### src/sv/length_prefixed_frame_receiver_macros.svh
// ----------------------------------------------------------------------------
// Assertion macros for the length-prefixed frame receiver
// Concurrent checks that compile away when SYNTHESIS is defined.
// ----------------------------------------------------------------------------
`ifndef LENGTH_PREFIXED_FRAME_RECEIVER_MACROS_SVH
`define LENGTH_PREFIXED_FRAME_RECEIVER_MACROS_SVH

`ifndef SYNTHESIS

// Check that prop holds at every clock edge outside reset.
`define LPFR_ASSERT(lbl, clk_s, rst_n_s, prop) \
	lbl: assert property (@(posedge clk_s) disable iff (!rst_n_s) (prop)) \
		else $error("lpfr assertion failed");

// Check that expr never holds outside reset.
`define LPFR_NEVER(lbl, clk_s, rst_n_s, expr) \
	lbl: assert property (@(posedge clk_s) disable iff (!rst_n_s) !(expr)) \
		else $error("lpfr forbidden condition seen");

`else

`define LPFR_ASSERT(lbl, clk_s, rst_n_s, prop)
`define LPFR_NEVER(lbl, clk_s, rst_n_s, expr)

`endif

`endif

### src/sv/lpfr_pkg.sv
// ----------------------------------------------------------------------------
// lpfr_pkg
// Shared constants for the length-prefixed frame receiver.
// ----------------------------------------------------------------------------
package lpfr_pkg;

	localparam int HEADER_FIELD_BYTES_DEF = 8;
	localparam int LENGTH_BITS_DEF        = 32;

	localparam int BYTE_W    = 8;
	localparam int PHASE_W   = 2;
	localparam int SEQ_OUT_W = 64;
	localparam int CNT_OUT_W = 32;

	// Frame phase codes, also reported on the phase port
	localparam logic [PHASE_W-1:0] PH_SEQ = 2'd0;
	localparam logic [PHASE_W-1:0] PH_LEN = 2'd1;
	localparam logic [PHASE_W-1:0] PH_PAY = 2'd2;

endpackage

### src/sv/length_prefixed_frame_receiver.sv
// ----------------------------------------------------------------------------
// length_prefixed_frame_receiver
// Splits a byte stream into frames of sequence header, length header and
// payload, and reports the role and progress of every byte.
// ----------------------------------------------------------------------------
// The block takes one byte per cycle and returns one result per byte, with
// no gaps as long as out_ready stays high. Each byte passes an input register
// (data_s1), where the frame state is advanced in one short step (insert the
// byte into a header field, or count one payload byte down), and then lands in
// the output register; a byte's result shows on the outputs when it leaves
// data_s1, which happens once the output slot is free or draining. The
// input register takes one more byte while a result waits on a stalled
// output, then holds. A frame is HEADER_FIELD_BYTES of little-endian sequence
// number, HEADER_FIELD_BYTES of little-endian payload length, then that many
// payload bytes. Lengths above the LENGTH_BITS counter saturate to its
// maximum and raise length_clamped; frame_length and bytes_wanted show the low
// 32 bits of the saturated value. A zero length ends the frame on the last
// length byte. frame_done marks the byte that completes a frame, and the next
// byte starts a new frame.
// ----------------------------------------------------------------------------
`include "length_prefixed_frame_receiver_macros.svh"

module length_prefixed_frame_receiver #(
	parameter int HEADER_FIELD_BYTES = lpfr_pkg::HEADER_FIELD_BYTES_DEF,
	parameter int LENGTH_BITS        = lpfr_pkg::LENGTH_BITS_DEF
) (
	input  logic                                  clk,
	input  logic                                  arst_n,
	// input channel
	input  logic                                  in_valid,
	output logic                                  in_ready,
	input  logic [lpfr_pkg::BYTE_W-1:0]           data_byte,
	// result channel
	output logic                                  out_valid,
	input  logic                                  out_ready,
	output logic [lpfr_pkg::PHASE_W-1:0]          phase,
	output logic [lpfr_pkg::BYTE_W-1:0]           payload_byte,
	output logic                                  payload_valid,
	output logic [lpfr_pkg::SEQ_OUT_W-1:0]        sequence_number,
	output logic [lpfr_pkg::CNT_OUT_W-1:0]        frame_length,
	output logic [lpfr_pkg::CNT_OUT_W-1:0]        bytes_wanted,
	output logic                                  frame_done,
	output logic                                  length_clamped
);

	localparam int HDR_W = lpfr_pkg::BYTE_W * HEADER_FIELD_BYTES;
	localparam int IDX_W = (HEADER_FIELD_BYTES > 1) ? $clog2(HEADER_FIELD_BYTES) : 1;
	localparam logic [IDX_W-1:0] IDX_LAST = IDX_W'(HEADER_FIELD_BYTES - 1);
	localparam logic [LENGTH_BITS-1:0] LEN_MAX = '1;
	localparam logic [lpfr_pkg::CNT_OUT_W-1:0] LEN_MAX_OUT = lpfr_pkg::CNT_OUT_W'(LEN_MAX);

	// Input register
	logic                          valid_s1;
	logic [lpfr_pkg::BYTE_W-1:0]   data_s1;

	// Frame state
	logic [lpfr_pkg::PHASE_W-1:0]  phase_q;
	logic [IDX_W-1:0]              idx_q;
	logic [HDR_W-1:0]              seq_q;
	logic [HDR_W-1:0]              len_q;
	logic [LENGTH_BITS-1:0]        eff_q;
	logic                          clamp_q;
	logic [LENGTH_BITS-1:0]        remain_q;

	// Result register
	logic                          valid_s2;
	logic [lpfr_pkg::PHASE_W-1:0]  phase_s2;
	logic [lpfr_pkg::BYTE_W-1:0]   pbyte_s2;
	logic                          pvalid_s2;
	logic [lpfr_pkg::SEQ_OUT_W-1:0] seq_s2;
	logic [lpfr_pkg::CNT_OUT_W-1:0] flen_s2;
	logic [lpfr_pkg::CNT_OUT_W-1:0] wanted_s2;
	logic                          done_s2;
	logic                          clamped_s2;

	// Next-state and result logic
	logic                          advance;
	logic                          idx_last;
	logic [lpfr_pkg::PHASE_W-1:0]  phase_d;
	logic [IDX_W-1:0]              idx_d;
	logic [HDR_W-1:0]              seq_d;
	logic [HDR_W-1:0]              len_d;
	logic                          clamp_d;
	logic [LENGTH_BITS-1:0]        eff_d;
	logic [LENGTH_BITS-1:0]        remain_d;
	logic [lpfr_pkg::PHASE_W-1:0]  role;
	logic                          pvalid;
	logic [lpfr_pkg::CNT_OUT_W-1:0] wanted;
	logic                          done;
	logic                          len_known;

	// Move s1 into the result register whenever that slot is free or draining
	assign advance  = valid_s1 && (!valid_s2 || out_ready);
	assign in_ready = !valid_s1 || advance;
	assign idx_last = (idx_q == IDX_LAST);

	// Assemble the length field; the first byte of a frame clears it
	always_comb begin
		len_d = len_q;
		if (phase_q == lpfr_pkg::PH_SEQ) begin
			if (idx_q == '0) begin
				len_d = '0;
			end
		end else if (phase_q == lpfr_pkg::PH_LEN) begin
			for (int k = 0; k < HEADER_FIELD_BYTES; k++) begin
				if (IDX_W'(k) == idx_q) begin
					len_d[lpfr_pkg::BYTE_W*k +: lpfr_pkg::BYTE_W] = data_s1;
				end
			end
		end
	end

	// Saturate the assembled length against the counter range
	always_comb begin
		clamp_d = ((lpfr_pkg::SEQ_OUT_W'(len_d) >> LENGTH_BITS) != '0);
		eff_d   = clamp_d ? LEN_MAX : LENGTH_BITS'(len_d);
	end

	always_comb begin
		phase_d   = phase_q;
		idx_d     = idx_last ? '0 : idx_q + 1'b1;
		seq_d     = seq_q;
		remain_d  = remain_q;
		role      = lpfr_pkg::PH_PAY;
		pvalid    = 1'b0;
		wanted    = '0;
		done      = 1'b0;
		len_known = 1'b0;
		case (phase_q)
			lpfr_pkg::PH_SEQ: begin
				role = lpfr_pkg::PH_SEQ;
				// first byte of a frame clears the previous sequence
				if (idx_q == '0) begin
					seq_d = '0;
				end
				for (int k = 0; k < HEADER_FIELD_BYTES; k++) begin
					if (IDX_W'(k) == idx_q) begin
						seq_d[lpfr_pkg::BYTE_W*k +: lpfr_pkg::BYTE_W] = data_s1;
					end
				end
				if (idx_last) begin
					phase_d = lpfr_pkg::PH_LEN;
					wanted  = lpfr_pkg::CNT_OUT_W'(HEADER_FIELD_BYTES);
				end else begin
					wanted  = lpfr_pkg::CNT_OUT_W'(IDX_LAST - idx_q);
				end
			end
			lpfr_pkg::PH_LEN: begin
				role = lpfr_pkg::PH_LEN;
				if (idx_last) begin
					len_known = 1'b1;
					remain_d  = eff_d;
					wanted    = lpfr_pkg::CNT_OUT_W'(eff_d);
					if (eff_d == '0) begin
						done    = 1'b1;
						phase_d = lpfr_pkg::PH_SEQ;
					end else begin
						phase_d = lpfr_pkg::PH_PAY;
					end
				end else begin
					wanted = lpfr_pkg::CNT_OUT_W'(IDX_LAST - idx_q);
				end
			end
			default: begin
				// payload; count one byte down, never below zero
				len_known = 1'b1;
				pvalid    = 1'b1;
				idx_d     = '0;
				if (remain_q != '0) begin
					remain_d = remain_q - 1'b1;
				end
				wanted = lpfr_pkg::CNT_OUT_W'(remain_d);
				if (remain_d == '0) begin
					done    = 1'b1;
					phase_d = lpfr_pkg::PH_SEQ;
				end
			end
		endcase
	end

	// Input register
	always_ff @(posedge clk or negedge arst_n) begin
		if (!arst_n) begin
			valid_s1 <= 1'b0;
		end else if (in_ready) begin
			valid_s1 <= in_valid;
		end
	end

	always_ff @(posedge clk) begin
		if (in_valid && in_ready) begin
			data_s1 <= data_byte;
		end
	end

	// Frame state, advanced once per byte
	always_ff @(posedge clk or negedge arst_n) begin
		if (!arst_n) begin
			phase_q  <= lpfr_pkg::PH_SEQ;
			idx_q    <= '0;
			seq_q    <= '0;
			len_q    <= '0;
			eff_q    <= '0;
			clamp_q  <= 1'b0;
			remain_q <= '0;
		end else if (advance) begin
			phase_q  <= phase_d;
			idx_q    <= idx_d;
			seq_q    <= seq_d;
			len_q    <= len_d;
			remain_q <= remain_d;
			if (phase_q == lpfr_pkg::PH_LEN && idx_last) begin
				eff_q   <= eff_d;
				clamp_q <= clamp_d;
			end
		end
	end

	// Result register
	always_ff @(posedge clk or negedge arst_n) begin
		if (!arst_n) begin
			valid_s2 <= 1'b0;
		end else if (advance) begin
			valid_s2 <= 1'b1;
		end else if (out_ready) begin
			valid_s2 <= 1'b0;
		end
	end

	always_ff @(posedge clk) begin
		if (advance) begin
			phase_s2   <= role;
			pbyte_s2   <= pvalid ? data_s1 : '0;
			pvalid_s2  <= pvalid;
			seq_s2     <= lpfr_pkg::SEQ_OUT_W'(seq_d);
			wanted_s2  <= wanted;
			done_s2    <= done;
			if (!len_known) begin
				flen_s2    <= '0;
				clamped_s2 <= 1'b0;
			end else if (phase_q == lpfr_pkg::PH_LEN) begin
				flen_s2    <= lpfr_pkg::CNT_OUT_W'(eff_d);
				clamped_s2 <= clamp_d;
			end else begin
				flen_s2    <= lpfr_pkg::CNT_OUT_W'(eff_q);
				clamped_s2 <= clamp_q;
			end
		end
	end

	assign out_valid       = valid_s2;
	assign phase           = phase_s2;
	assign payload_byte    = pbyte_s2;
	assign payload_valid   = pvalid_s2;
	assign sequence_number = seq_s2;
	assign frame_length    = flen_s2;
	assign bytes_wanted    = wanted_s2;
	assign frame_done      = done_s2;
	assign length_clamped  = clamped_s2;

	// A payload phase always has at least one byte left to take
	`LPFR_ASSERT(a_pay_remain, clk, arst_n, (phase_q == lpfr_pkg::PH_PAY) |-> (remain_q != '0))
	// The byte that closes a frame wants nothing more
	`LPFR_ASSERT(a_done_zero, clk, arst_n, (valid_s2 && done_s2) |-> (wanted_s2 == '0))
	// A clamped length always reads as the counter maximum
	`LPFR_ASSERT(a_clamp_max, clk, arst_n, (valid_s2 && clamped_s2) |-> (flen_s2 == LEN_MAX_OUT))
	// The header index never runs past the field
	`LPFR_NEVER(a_idx_range, clk, arst_n, idx_q > IDX_LAST)

endmodule

### config.mk
export PLATFORM = sky130hd
export DESIGN_NAME = length_prefixed_frame_receiver
export DESIGN_NICKNAME = d
export VERILOG_FILES = /design/src/sv/lpfr_pkg.sv /design/src/sv/length_prefixed_frame_receiver.sv
export VERILOG_INCLUDE_DIRS = /design/src /design/src/sv
export SDC_FILE = /design/constraint.sdc
export NUM_CORES = 1
export LEC_CHECK = 0
export BUFFER_PORTS_ARGS = -buffer_cell sky130_fd_sc_hd__buf_2
export CAP_MARGIN = 20
export CORE_ASPECT_RATIO = 0.8
export CORE_MARGIN = 5
export CORE_UTILIZATION = 45
export CTS_CLUSTER_DIAMETER = 60
export DETAILED_ROUTE_END_ITERATION = 8
export PLACE_DENSITY = 0.7
export SYNTH_ARGS = -nofsm -noshare
export SYNTH_HDL_FRONTEND = slang
export SYNTH_SLANG_ARGS = --single-unit
### constraint.sdc
create_clock -name clk -period 13.1 [get_ports clk]
set_input_delay 2.62 -clock clk [delete_from_list [all_inputs] [get_ports clk]]
set_output_delay 2.62 -clock clk [all_outputs]
set_load 0.005 [all_outputs]
==> out/results.ini <==
[critical_path]
r2r_start = idx_q[2]
cp_max_fo = 3
worst-setup-path-type = input port to primary output
critPathMaxStageDelay_ns = 0.18
cp_cell_sequence = buf_2, nand3b_1, buf_2
reg2regPathDepth = 9
crit_path_top_delay_cell = nand3b_1
setup.worst_path.end_class = primary output
startpoint = out_ready
rrSetupSlack_ns = 8.39
crit_path_end = in_ready
path_delay_family = buffers and inverters
arrival_ns = 3.04
cp_data_required_time_ns = 10.48
r2r-end = bytes_wanted[12]
crit_cells = 3
cp_common_cell = buf_2
start_kind = input port
timing.critical_path.buf_inv = 2

[synth]
syn_area_mm2 = 0.01613
syn_inst = 1557
syn_area_per_cell_um2 = 10.36
synth_xor_area_frac = 0.009773
yosys_register_bits = 348
yosysTopAreaCellShare = 0.3102
synth_top_cells_by_count = 337 x nand2_1, 200 x dfrtp_1, 148 x edfxtp_1, 105 x o21ai_0, 102 x nor2_1
synth_nets = 1577
async_flop_share = 0.5747
synth-edff-count = 148
yosys_warnings = 0
yosysMostFrequentCell = nand2_1
synthSimpleGateAreaFrac = 0.1746
yosysSeqAreaShare = 0.5857
yosysUniqueCellTypes = 70
synth_top_family_by_area = simple AND/OR/NAND/NOR gates
synthTopCellsByArea = dfrtp_1 31%, edfxtp_1 28%, nand2_1 7.8%, a22o_1 4.5%, o21ai_0 3.3%
netlist.top_cell.by_area = dfrtp_1
synth_ff_type = dfrtp_1
synthAdderAreaFrac = 0.006205
synthMuxAreaShare = 0.02560
synth_compound_area_frac = 0.1664

[timing]
fmax_mhz = 176.5
setup_violations = 0
worstMarginPinSlew_ns = 1.133
setup_tns_ns = 0
relSlewSlack = 0.2389
period_share = 0.4324
slew_violations = 0
finalCriticalPeriod_ns = 5.665
finalHoldViolCount = 0
rsz0062_at_grt = false
skew_ns = 0.01956

[route]
viasPerCell = 5.936
drt-total-wl_um = 46420
drt_pass1_iterations = 6
drtIter0Drc = 1711
wl_per_cell_um = 21.37
vias = 12890
drc = 0
drtAntennaViolNets = 0

[finish]
area_growth_syn_to_layout_pct = 15.34
drive_above_1_share = 0.1785
post-route-util = 0.5214
antenna_cells = 0
nets = 1682

[global_routing]
grt_pass1_wl_um = 71190
antenna_found_initial = 0
grt_busiest_layer = met1
met1_usage = 0.3468
grt.met3_usage = 0.04723
gr-total-overflow = 0
grt_max_degree = 91
grt_pass1_vias = 11900
met2_usage = 0.3316
grt_usage = 0.2262

[floorplanning]
num_rows = 62
pin_count = 155
coreArea_mm2 = 0.03568
dieArea_mm2 = 0.03976
fp.dieH_um = 179.3
initial_core_util = 0.4521
die_width_um = 221.7

[clocking]
ctsHoldBuffers = 0
cts.sinks = 348
root_buffer = clkbuf_16
clock_tree.buffer_depth = 3
post_cts_buffers = 0
cts_tree = yes
clkLatencyLatePin_ns = 0.55
ctsResizeCount = 0
cts_buffers = 38
clk_pin_slew_worst_paths_ns = 0.06
cts_max_level = 2

[power_and_ir_drop]
p_per_area_mw_per_mm2 = 143.1
vdd_drop_max_v = 0.00008629
p_leak_uw = 0.008043
total_power_uw = 2662

[place]
dp_hpwl_um = 28750
gp_congestion = 0.9238
port_buffers = 154

[worst_hold_path]
hold_depth = 2
hp-start = seq_q[11]
worstHoldPathType = register to register

[job]
cap_viol_max_count = 0

[status]
run_status = complete, no violations

metrics by stage:
stage          instances  area, um2  hold slack (ns)  worst slack (ns)
2_1_floorplan       1557      16130           0.4405             5.191
3_3_place_gp        2099      17270           0.4535             6.867
3_5_place_dp        2099      17270           0.4621             6.783
4_1_cts             2169      18540           0.4760             7.321
5_1_grt             2172      18610           0.4840             7.410
6_report            2172      18610           0.4732             7.435
layout make-up:
class                      instances  area, um2
inverter                          11      48.80
sequential                       348       9450
tap                              480      600.6
timing repair buffer             183       1037
multi-input combinational       1080       6191
clock buffer                      51       1040
fill                            3205      17080
clock inverter                    19      239.0
tightest hold or removal path, stage by stage (launching register included):
cell and delay, ns:
dfrtp_1 0.34, nand2_1 0.05, nand2_1 0.06
power breakdown:
part	switching (uW)	internal, uW	total, uW	leakage, uW
logic	178	106	283	0.00327
registers	59.1	1210	1270	0.00415
clock network	460	646	1110	0.000624
total	697	1970	2660	0.00804
metal layers:
layer | wire length [um] | share of wire | vias up
met5 | 0 | 0 | -
met4 | 922 | 0.020 | 0
met3 | 4385 | 0.094 | 76
met2 | 19890 | 0.43 | 600
met1 | 21220 | 0.46 | 6357
li1 | - | - | 5861
cell families (layout without fill, tap and decap cells):
| group | Yosys count | after routing |
|---|---|---|
| simple gates | 620 | 620 |
| compound gates | 397 | 397 |
| flops | 348 | 348 |
| buf+inv | 129 | 264 |
| mux | 37 | 37 |
| xor+xnor | 18 | 18 |
| fa+ha+maj | 8 | 8 |
cell usage in the layout (no fill, tap or decap), types with 9 or more instances in the layout:
cell	instances
clkbuf_1	9
xor2_1	9
nand2b_1	16
clkbuf_16	38
o22ai_1	12
dfrtp_1	199
o21ai_0	105
buf_2	153
or3_1	9
a21o_1	10
or4_1	11
a211oi_1	15
a31oi_1	15
xnor2_1	9
a21oi_1	51
mux2_2	34
a22o_1	82
nor2_1	100
nand2_1	336
and2_1	17
edfxtp_1	148
nor4_1	18
buf_4	27
nand3_1	18
nor2b_1	12
a221oi_1	12
nor3_1	32
o21ai_1	29
state kept, by name, summed over array words and instances (netlist names), 2 cells and up:
signal           flops
phase                2
sequence_number     64
remain_q            32
frame_length        32
data_s1              8
phase_q              2
seq_q               64
payload_byte         8
bytes_wanted        32
eff_q               32
len_q               64
idx_q                3
worst min path at each step:
| stage | to |
|---|---|
| floorplan | eff_q[9] |
| finish | seq_q[11] |
| global placement | eff_q[2] |
| detailed placement | eff_q[18] |
| CTS | eff_q[27] |
| global route | eff_q[2] |
(Power assumes the default switching activity.)
